## src/rtl/crcfd_pkg.sv

```systemverilog
`timescale 1ns / 1ps
`default_nettype none

package crcfd_pkg;

	localparam int CFG_W = 16;
	localparam int CFG_IDX_W = 2;

	localparam logic [7:0] SYNC_A = 8'hA5;
	localparam logic [7:0] SYNC_B = 8'h5A;
	localparam logic [15:0] CRC_POLY = 16'h1021;
	localparam logic [15:0] CRC_INIT = 16'hFFFF;

	localparam logic [7:0] VERSION_RST = 8'd1;
	localparam logic [15:0] PAYLOAD_LIMIT_RST = 16'd256;
	localparam logic [15:0] TIMEOUT_LIMIT_RST = 16'd20;

	typedef enum logic [1:0] {
		CFG_VERSION = 2'd0,
		CFG_PAYLOAD_LIMIT = 2'd1,
		CFG_TIMEOUT_LIMIT = 2'd2
	} cfg_idx_t;

	typedef enum logic [1:0] {
		MODE_RX = 2'd0,
		MODE_TIME = 2'd1,
		MODE_ABORT = 2'd2
	} mode_t;

	typedef enum logic [2:0] {
		ST_NEED_MORE = 3'd0,
		ST_FRAME_READY = 3'd1,
		ST_CRC_ERR = 3'd2,
		ST_VERSION_ERR = 3'd3,
		ST_LENGTH_ERR = 3'd4
	} status_t;

	typedef enum logic [3:0] {
		PH_SYNC0 = 4'd0,
		PH_SYNC1 = 4'd1,
		PH_VER = 4'd2,
		PH_TYPE = 4'd3,
		PH_SEQLO = 4'd4,
		PH_SEQHI = 4'd5,
		PH_LENLO = 4'd6,
		PH_LENHI = 4'd7,
		PH_PAY = 4'd8,
		PH_CRCLO = 4'd9,
		PH_CRCHI = 4'd10
	} phase_t;

	typedef struct packed {
		logic [1:0] mode;
		logic [7:0] rx_byte;
		logic [31:0] now_ms;
	} in_t;

	typedef struct packed {
		status_t status;
		logic payload_valid;
		logic [7:0] payload_byte;
		logic [15:0] payload_index;
		logic [7:0] frame_type;
		logic [15:0] frame_seq;
		logic [15:0] frame_len;
		logic timeout_hit;
	} out_t;

	typedef struct packed {
		logic [7:0] expected_version;
		logic [15:0] payload_limit;
		logic [15:0] timeout_limit_ms;
	} cfg_t;

endpackage

`default_nettype wire

```

## src/rtl/crcfd_crc_byte.sv

```systemverilog
`timescale 1ns / 1ps
`default_nettype none

module crcfd_crc_byte (
	input wire logic [15:0] crc,
	input wire logic [7:0] data,
	output logic [15:0] crc_next
);

	always_comb begin
		logic [15:0] c;
		c = crc ^ {data, 8'h00};
		for (int i = 0; i < 8; i++) begin
			if (c[15]) begin
				c = {c[14:0], 1'b0} ^ crcfd_pkg::CRC_POLY;
			end else begin
				c = {c[14:0], 1'b0};
			end
		end
		crc_next = c;
	end

endmodule

`default_nettype wire

```

## src/rtl/crcfd_parser.sv

```systemverilog
`timescale 1ns / 1ps
`default_nettype none

module crcfd_parser (
	input wire logic clk,
	input wire logic arst_n,
	input wire logic go,
	input wire crcfd_pkg::in_t item,
	input wire crcfd_pkg::cfg_t cfg,
	output crcfd_pkg::out_t res
);

	crcfd_pkg::phase_t phase_q, phase_d;
	logic [31:0] start_q, start_d;
	logic [15:0] crc_q, crc_d;
	logic [7:0] crc_lo_q, crc_lo_d;
	logic [7:0] version_q, version_d;
	logic [7:0] type_q, type_d;
	logic [15:0] seq_q, seq_d;
	logic [15:0] len_q, len_d;
	logic [15:0] count_q, count_d;

	logic [15:0] crc_upd;
	logic [31:0] elapsed;
	logic [15:0] new_len;
	logic [15:0] count_inc;
	logic [15:0] got_crc;

	crcfd_crc_byte u_crc (
		.crc(crc_q),
		.data(item.rx_byte),
		.crc_next(crc_upd)
	);

	assign elapsed = item.now_ms - start_q;
	assign new_len = {item.rx_byte, len_q[7:0]};
	assign count_inc = count_q + 16'd1;
	assign got_crc = {item.rx_byte, crc_lo_q};

	always_comb begin
		phase_d = phase_q;
		start_d = start_q;
		crc_d = crc_q;
		crc_lo_d = crc_lo_q;
		version_d = version_q;
		type_d = type_q;
		seq_d = seq_q;
		len_d = len_q;
		count_d = count_q;
		res = '0;
		res.status = crcfd_pkg::ST_NEED_MORE;
		case (item.mode)
			crcfd_pkg::MODE_TIME: begin
				res.timeout_hit = (phase_q != crcfd_pkg::PH_SYNC0)
					&& (elapsed > {16'h0000, cfg.timeout_limit_ms});
			end
			crcfd_pkg::MODE_ABORT: begin
				phase_d = crcfd_pkg::PH_SYNC0;
				count_d = '0;
			end
			crcfd_pkg::MODE_RX: begin
				case (phase_q)
					crcfd_pkg::PH_SYNC0: begin
						if (item.rx_byte == crcfd_pkg::SYNC_A) begin
							phase_d = crcfd_pkg::PH_SYNC1;
							start_d = item.now_ms;
						end
					end
					crcfd_pkg::PH_SYNC1: begin
						if (item.rx_byte == crcfd_pkg::SYNC_B) begin
							phase_d = crcfd_pkg::PH_VER;
							crc_d = crcfd_pkg::CRC_INIT;
						end else if (item.rx_byte == crcfd_pkg::SYNC_A) begin
							start_d = item.now_ms;
						end else begin
							phase_d = crcfd_pkg::PH_SYNC0;
						end
					end
					crcfd_pkg::PH_VER: begin
						version_d = item.rx_byte;
						crc_d = crc_upd;
						phase_d = crcfd_pkg::PH_TYPE;
					end
					crcfd_pkg::PH_TYPE: begin
						type_d = item.rx_byte;
						crc_d = crc_upd;
						phase_d = crcfd_pkg::PH_SEQLO;
					end
					crcfd_pkg::PH_SEQLO: begin
						seq_d = {8'h00, item.rx_byte};
						crc_d = crc_upd;
						phase_d = crcfd_pkg::PH_SEQHI;
					end
					crcfd_pkg::PH_SEQHI: begin
						seq_d = {item.rx_byte, seq_q[7:0]};
						crc_d = crc_upd;
						phase_d = crcfd_pkg::PH_LENLO;
					end
					crcfd_pkg::PH_LENLO: begin
						len_d = {8'h00, item.rx_byte};
						crc_d = crc_upd;
						phase_d = crcfd_pkg::PH_LENHI;
					end
					crcfd_pkg::PH_LENHI: begin
						len_d = new_len;
						crc_d = crc_upd;
						count_d = '0;
						if (new_len > cfg.payload_limit) begin
							phase_d = crcfd_pkg::PH_SYNC0;
							res.status = crcfd_pkg::ST_LENGTH_ERR;
						end else if (new_len == 16'h0000) begin
							phase_d = crcfd_pkg::PH_CRCLO;
						end else begin
							phase_d = crcfd_pkg::PH_PAY;
						end
					end
					crcfd_pkg::PH_PAY: begin
						res.payload_valid = 1'b1;
						res.payload_byte = item.rx_byte;
						res.payload_index = count_q;
						crc_d = crc_upd;
						count_d = count_inc;
						if (count_inc >= len_q) begin
							phase_d = crcfd_pkg::PH_CRCLO;
						end
					end
					crcfd_pkg::PH_CRCLO: begin
						crc_lo_d = item.rx_byte;
						phase_d = crcfd_pkg::PH_CRCHI;
					end
					crcfd_pkg::PH_CRCHI: begin
						phase_d = crcfd_pkg::PH_SYNC0;
						count_d = '0;
						if (got_crc != crc_q) begin
							res.status = crcfd_pkg::ST_CRC_ERR;
						end else if (version_q != cfg.expected_version) begin
							res.status = crcfd_pkg::ST_VERSION_ERR;
						end else begin
							res.status = crcfd_pkg::ST_FRAME_READY;
							res.frame_type = type_q;
							res.frame_seq = seq_q;
							res.frame_len = len_q;
						end
					end
					default: begin
						phase_d = crcfd_pkg::PH_SYNC0;
						count_d = '0;
					end
				endcase
			end
			default: begin
			end
		endcase
	end

	always_ff @(posedge clk or negedge arst_n) begin
		if (!arst_n) begin
			phase_q <= crcfd_pkg::PH_SYNC0;
			start_q <= '0;
			crc_q <= crcfd_pkg::CRC_INIT;
			crc_lo_q <= '0;
			version_q <= '0;
			type_q <= '0;
			seq_q <= '0;
			len_q <= '0;
			count_q <= '0;
		end else if (go) begin
			phase_q <= phase_d;
			start_q <= start_d;
			crc_q <= crc_d;
			crc_lo_q <= crc_lo_d;
			version_q <= version_d;
			type_q <= type_d;
			seq_q <= seq_d;
			len_q <= len_d;
			count_q <= count_d;
		end
	end

	assert property (@(posedge clk) disable iff (!arst_n)
		go && item.mode == crcfd_pkg::MODE_ABORT |=> phase_q == crcfd_pkg::PH_SYNC0)
		else $error("abort did not return to sync hunt");

	assert property (@(posedge clk) disable iff (!arst_n)
		go && item.mode == crcfd_pkg::MODE_TIME |=> $stable(phase_q) && $stable(crc_q))
		else $error("timeout check changed parser state");

	assert property (@(posedge clk) disable iff (!arst_n)
		phase_q == crcfd_pkg::PH_PAY |-> count_q < len_q)
		else $error("payload count reached length inside payload");

endmodule

`default_nettype wire

```

## src/rtl/crc_framed_packet_deframer.sv

```systemverilog
// Frame deframer for a serial byte stream: sync A5 5A, version, type,
// sequence (lo, hi), length (lo, hi), payload, CRC16-CCITT-FALSE (lo, hi).
// Input channel in_valid/in_stall/in_data carries one item per transfer:
// a received byte, a timeout check at a given millisecond time, or an abort.
// Output channel out_valid/out_stall/out_data returns exactly one result per
// input item, in order; payload bytes stream out as they arrive.
// Path: an item is captured in the input register, then the parser step
// moves it into the result register, from which it transfers out unless
// the receiver stalls.
// Throughput: one item per cycle unless the receiver stalls; the byte-wide
// CRC update and parse step sit between the input and result registers.
// When the receiver stalls, the result register holds, and the input register
// holds one more item; in_stall rises once both are full.
// Config: wr_en, wr_index, wr_data write expected_version (0), payload_limit
// (1), timeout_limit_ms (2); the user writes only while idle, not enforced.
// Reset loads version 1, limit 256, timeout 20 ms, and leaves the parser
// hunting for the first sync byte with both registers empty.
`timescale 1ns / 1ps
`default_nettype none

module crc_framed_packet_deframer (
	input wire logic clk,
	input wire logic arst_n,
	input wire logic in_valid,
	output logic in_stall,
	input wire crcfd_pkg::in_t in_data,
	output logic out_valid,
	input wire logic out_stall,
	output crcfd_pkg::out_t out_data,
	input wire logic wr_en,
	input wire logic [crcfd_pkg::CFG_IDX_W-1:0] wr_index,
	input wire logic [crcfd_pkg::CFG_W-1:0] wr_data
);

	crcfd_pkg::cfg_t cfg_q;
	logic valid_s1;
	crcfd_pkg::in_t item_s1;
	logic advance;
	crcfd_pkg::out_t res;
	logic valid_s2;
	crcfd_pkg::out_t res_s2;

	always_ff @(posedge clk or negedge arst_n) begin
		if (!arst_n) begin
			cfg_q.expected_version <= crcfd_pkg::VERSION_RST;
			cfg_q.payload_limit <= crcfd_pkg::PAYLOAD_LIMIT_RST;
			cfg_q.timeout_limit_ms <= crcfd_pkg::TIMEOUT_LIMIT_RST;
		end else if (wr_en) begin
			case (wr_index)
				crcfd_pkg::CFG_VERSION: cfg_q.expected_version <= wr_data[7:0];
				crcfd_pkg::CFG_PAYLOAD_LIMIT: cfg_q.payload_limit <= wr_data;
				crcfd_pkg::CFG_TIMEOUT_LIMIT: cfg_q.timeout_limit_ms <= wr_data;
				default: begin
				end
			endcase
		end
	end

	assign advance = valid_s1 && (!valid_s2 || !out_stall);
	assign in_stall = valid_s1 && !advance;

	always_ff @(posedge clk or negedge arst_n) begin
		if (!arst_n) begin
			valid_s1 <= 1'b0;
		end else if (!in_stall) begin
			valid_s1 <= in_valid;
		end
	end

	always_ff @(posedge clk) begin
		if (in_valid && !in_stall) begin
			item_s1 <= in_data;
		end
	end

	crcfd_parser u_parser (
		.clk(clk),
		.arst_n(arst_n),
		.go(advance),
		.item(item_s1),
		.cfg(cfg_q),
		.res(res)
	);

	always_ff @(posedge clk or negedge arst_n) begin
		if (!arst_n) begin
			valid_s2 <= 1'b0;
		end else if (advance) begin
			valid_s2 <= 1'b1;
		end else if (!out_stall) begin
			valid_s2 <= 1'b0;
		end
	end

	always_ff @(posedge clk) begin
		if (advance) begin
			res_s2 <= res;
		end
	end

	assign out_valid = valid_s2;
	assign out_data = res_s2;

	assert property (@(posedge clk) disable iff (!arst_n)
		in_stall |-> valid_s1 && valid_s2 && out_stall)
		else $error("input stalled with room in the pipeline");

	assert property (@(posedge clk) disable iff (!arst_n)
		valid_s1 && !in_stall |=> valid_s2)
		else $error("advanced item produced no result");

	assert property (@(posedge clk) disable iff (!arst_n)
		valid_s2 && (res_s2.payload_valid || res_s2.timeout_hit)
		|-> res_s2.status == crcfd_pkg::ST_NEED_MORE)
		else $error("payload or timeout result carries a frame status");

endmodule

`default_nettype wire
```

## config.mk

```make
export PLATFORM = sky130hd
export DESIGN_NAME = crc_framed_packet_deframer
export DESIGN_NICKNAME = d
export VERILOG_FILES = /design/src/rtl/crcfd_pkg.sv /design/src/rtl/crcfd_crc_byte.sv /design/src/rtl/crcfd_parser.sv /design/src/rtl/crc_framed_packet_deframer.sv
export SDC_FILE = /design/constraint.sdc
export NUM_CORES = 1
export LEC_CHECK = 0
export CORE_UTILIZATION = 35
export CTS_BUF_LIST = sky130_fd_sc_hd__clkbuf_8 sky130_fd_sc_hd__clkbuf_16
export DETAILED_ROUTE_END_ITERATION = 10
export DONT_BUFFER_PORTS = 1
export GPL_ROUTABILITY_DRIVEN = 0
export PLACE_DENSITY = 0.57
export SYNTH_ARGS = -nofsm -noshare
export SYNTH_HDL_FRONTEND = slang
export SYNTH_SLANG_ARGS = --single-unit
```

## constraint.sdc

```tcl
create_clock -name clk -period 4.8 [get_ports clk]
set_input_delay 0.24 -clock clk [delete_from_list [all_inputs] [get_ports clk]]
set_output_delay 0.24 -clock clk [all_outputs]
set_load 0.01 [all_outputs]
```

==> metrics.md <==
| Metric | Value |
|---|---|
| Crit path buf inv count | `1` |
| CP peak stage delay | `0.41 ns` |
| Setup TNS | `0 ns` |
| CTS Buffer Depth | `3` |
| Global routing's busiest layer | `met2` |
| EDFF count, synth | `111` |
| Max Cap Viol | `0` |
| PortBufs | `0` |
| Seq pwr share | `0.454` |
| Fin. max-slew vios | `0` |
| Unrepaired setup endpoints after global routing | `false` |
| CTS tree | `yes` |
| DR vias | `9319` |
| Grt met3 use | `0.0294` |
| CP max-delay cell | `fa_1` |
| Critical Path Start Type | `register` |
| Synth cell types | `80` |
| Crit path time final | `4.07 ns` |
| Commonest non-fill, non-tap cell in the layout | `dfrtp_1` |
| Critical path fanouts, max | `4` |
| Sequential share of the synthesized area | `0.529` |
| Slew Limit Headroom | `0.264` |
| Most used cell, CP | `a21o_1` |
| Area delta synth->final | `16.0%` |
| Worst-Margin Slew | `1.10 ns` |
| Area share of the largest cell type after synthesis | `0.257` |
| Hold slack | `0.105 ns` |
| DRC | `0` |
| Clock power frac | `0.383` |
| Die area | `41400 um^2` |
| Internal power | `4.81 mW` |
| Final setup fails | `0` |
| Largest net degree at the start of global routing | `167` |
| Warnings from Yosys | `0` |
| Pwr per Cell Area | `404 nW/um^2` |
| CP Capture Type | `register` |
| CP Cell Sequence | `inv_1, ha_1, fa_1, nand2b_1, a21oi_1, nand2b_1, a21o_1, a21o_1, xor2_1, ha_1, a21o_1, a21oi_1, o21ai_0, o31ai_1, o2111a_1, nand4_1, and4b_1, a31oi_1` |
| Nets@finish | `1431` |
| DR WL/cell | `17.9 um` |
| Prevailing post-synth register cell | `dfrtp_1` |
| Post-cts sizing count | `0` |
| Post-Layout Cell Count | `1839` |
| Ys async rst share | `0.599` |
| Commonest cells after routing, fill and taps aside | `dfrtp_1 (146), edfxtp_1 (111), mux2_2 (103)` |
| Setup repair bufs after CTS | `0` |
| Total CTS buffers | `31` |
| Grt total ovfl | `0` |
| Initial Util | `0.356` |
| Layout Utilization | `0.413` |
| Power share of the combinational group | `0.164` |
| Mean post-synth cell area | `11.5 um^2` |
| Number of antenna violations at the first check in global routing | `5` |
| Synthesized net count | `1378` |
| Clk pin slew, worst setup/hold paths | `0.06 ns` |
| CTS root buf | `clkbuf_16` |
| Critical path's top delay family | `compound AO/OA/AOI/OAI gates` |
| Mapped Cells | `1232` |
| Total track usage | `0.162` |
| Final Skew | `0.00940 ns` |
| Post-DP HPWL | `23000 um` |
| Peak supply drop | `0.305 mV` |
| Vias in the first global route | `9478` |
| Sw power | `1.85 mW` |
| Crit path required time | `5.12 ns` |
| Cts hold-fix bufs | `63` |
| GR Util met2 | `0.276` |
| Sw Share | `0.278` |
| Outcome | `complete, no violations` |
| Synthesized area | `14200 um^2` |
| Die height | `204 um` |
| Number of synthesized register bits | `277` |
| Die X | `204 um` |
| Peak Freq | `246 MHz` |
| # IOs | `136` |
| Initial DRC count | `579` |
| DR vias/cell | `5.07` |
| Main area contributors after synthesis | `dfrtp_1 (26%), edfxtp_1 (23%), mux2_2 (8.2%)` |
| Core area | `39900 um^2` |
| Tcrit/Tclk final | `0.848` |
| Worst EP arrival | `4.39 ns` |
| Site Rows | `73` |
| Hold Crit Class | `in2reg` |
| Final Hold Fails | `0` |
| Fraction of layout cells with a size suffix above 1 | `0.167` |
| Routed WL | `33000 um` |
| DRT antenna net count | `0` |
| Leak | `7.10 nW` |
| Cell total after placement | `1714` |
| Setup CP Type | `reg2reg` |
| Tot Pwr | `6.66 mW` |
| First-pass GRT wire length | `53300 um` |
| Post-synth top area cell | `dfrtp_1` |
| CTS Sinks | `277` |
| First-pass DRT Iterations | `5` |
| CTS H-Tree Depth | `1` |
| Worst skew pair latency | `0.59 ns` |
| GRT met1 Usage | `0.215` |
## routing by layer
metal	part of all wire	vias to the layer above
li1	-	4498
met1	0.45	4516
met2	0.48	250
met3	0.045	51
met4	0.019	4
met5	0.00070	-
## worst register-to-register path: stages, from the launching register on
cell      delay (ns)
edfxtp_1        0.33
inv_1           0.05
ha_1            0.21
fa_1            0.41
nand2b_1        0.19
a21oi_1         0.32
nand2b_1        0.23
a21o_1          0.17
a21o_1          0.13
xor2_1          0.17
ha_1            0.27
a21o_1          0.16
a21oi_1         0.13
o21ai_0         0.09
o31ai_1         0.31
o2111a_1        0.23
nand4_1         0.07
and4b_1         0.24
a31oi_1         0.09
## registers in the layout (all words and copies together) (netlist names), 8 cells and up
name and count:
cfg_q 40, item_s1 42, out_data 69, u_parser.count_q 16, u_parser.crc_lo_q 8, u_parser.crc_q 16, u_parser.len_q 16, u_parser.seq_q 16
u_parser.start_q 32, u_parser.type_q 8, u_parser.version_q 8
## area by class of cell
cell class                      count  area, um^2
Antenna cell                        4        10.0
Clock buffer                       38         906
Clock inverter                     20         219
Fill cell                        3753       23400
Inverter                           99         372
Multi-Input combinational cell    807        6120
Sequential cell                   277        7510
Tap cell                          525         657
Timing Repair Buffer               69         693
## path summary, 6_finish.rpt
path	startpoint	to	slack, ns	cells past startpoint
max in group asynchronous	arst_n	u_parser.seq_q[4]	3.75	2
setup / recovery	item_s1[0]	out_data[0]	0.73	18
min in group asynchronous	arst_n	u_parser.start_q[12]	0.34	2
setup reg to reg	item_s1[0]	out_data[0]	0.73	18
hold reg to reg	u_parser.seq_q[9]	u_parser.seq_q[9]	0.46	2
hold / removal	wr_index[0]	cfg_q[36]	0.10	3
## power by group through the flow
stage                     sequential, mW  clock (mW)  combinational (mW)
after global routing                3.06        2.70                1.23
after floorplan                     2.98           0               0.846
final                               3.02        2.55                1.09
after CTS                           3.03        2.61                1.11
after detailed placement            3.07           0                1.02
after global placement              3.06           0               0.999
## cell usage after synthesis, drive strengths merged (3+ instances only)
library cell    n
dfrtp         146
edfxtp        111
mux2          111
inv            99
ha             80
nand2          76
a21oi          71
nor2           65
o21ai          51
and2           50
xor2           48
xnor2          32
clkbuf         30
nand3          30
nor4           25
a21o           24
nand4          21
dfstp          20
buf            19
a22o           13
nor3           12
and3           10
nand2b          9
o211ai          8
a31oi           6
o21a            5
a21boi          4
nand3b          4
a2111oi         3
a211o           3
a211oi          3
a221oi          3
mux2i           3
o21bai          3
or3             3
or4             3
## through the flow
step	instance area, um^2	worst slack [ns]
2_1_floorplan	14200	1.26
3_3_place_gp	14700	0.871
3_5_place_dp	14700	0.703
4_1_cts	16500	0.665
5_1_grt	16500	0.303
6_report	16500	0.732
## cells by family after synthesis
group                    share of synthesized area
AND/OR/NAND/NOR                              0.116
flip-flops                                   0.529
AO/OA/AOI/OAI                                0.101
buffers and inverters                       0.0411
multiplexers                                0.0901
adder cells (fa/ha/maj)                     0.0718
XOR/XNOR                                    0.0514
Note: power is estimated with default switching activity, not from simulation.
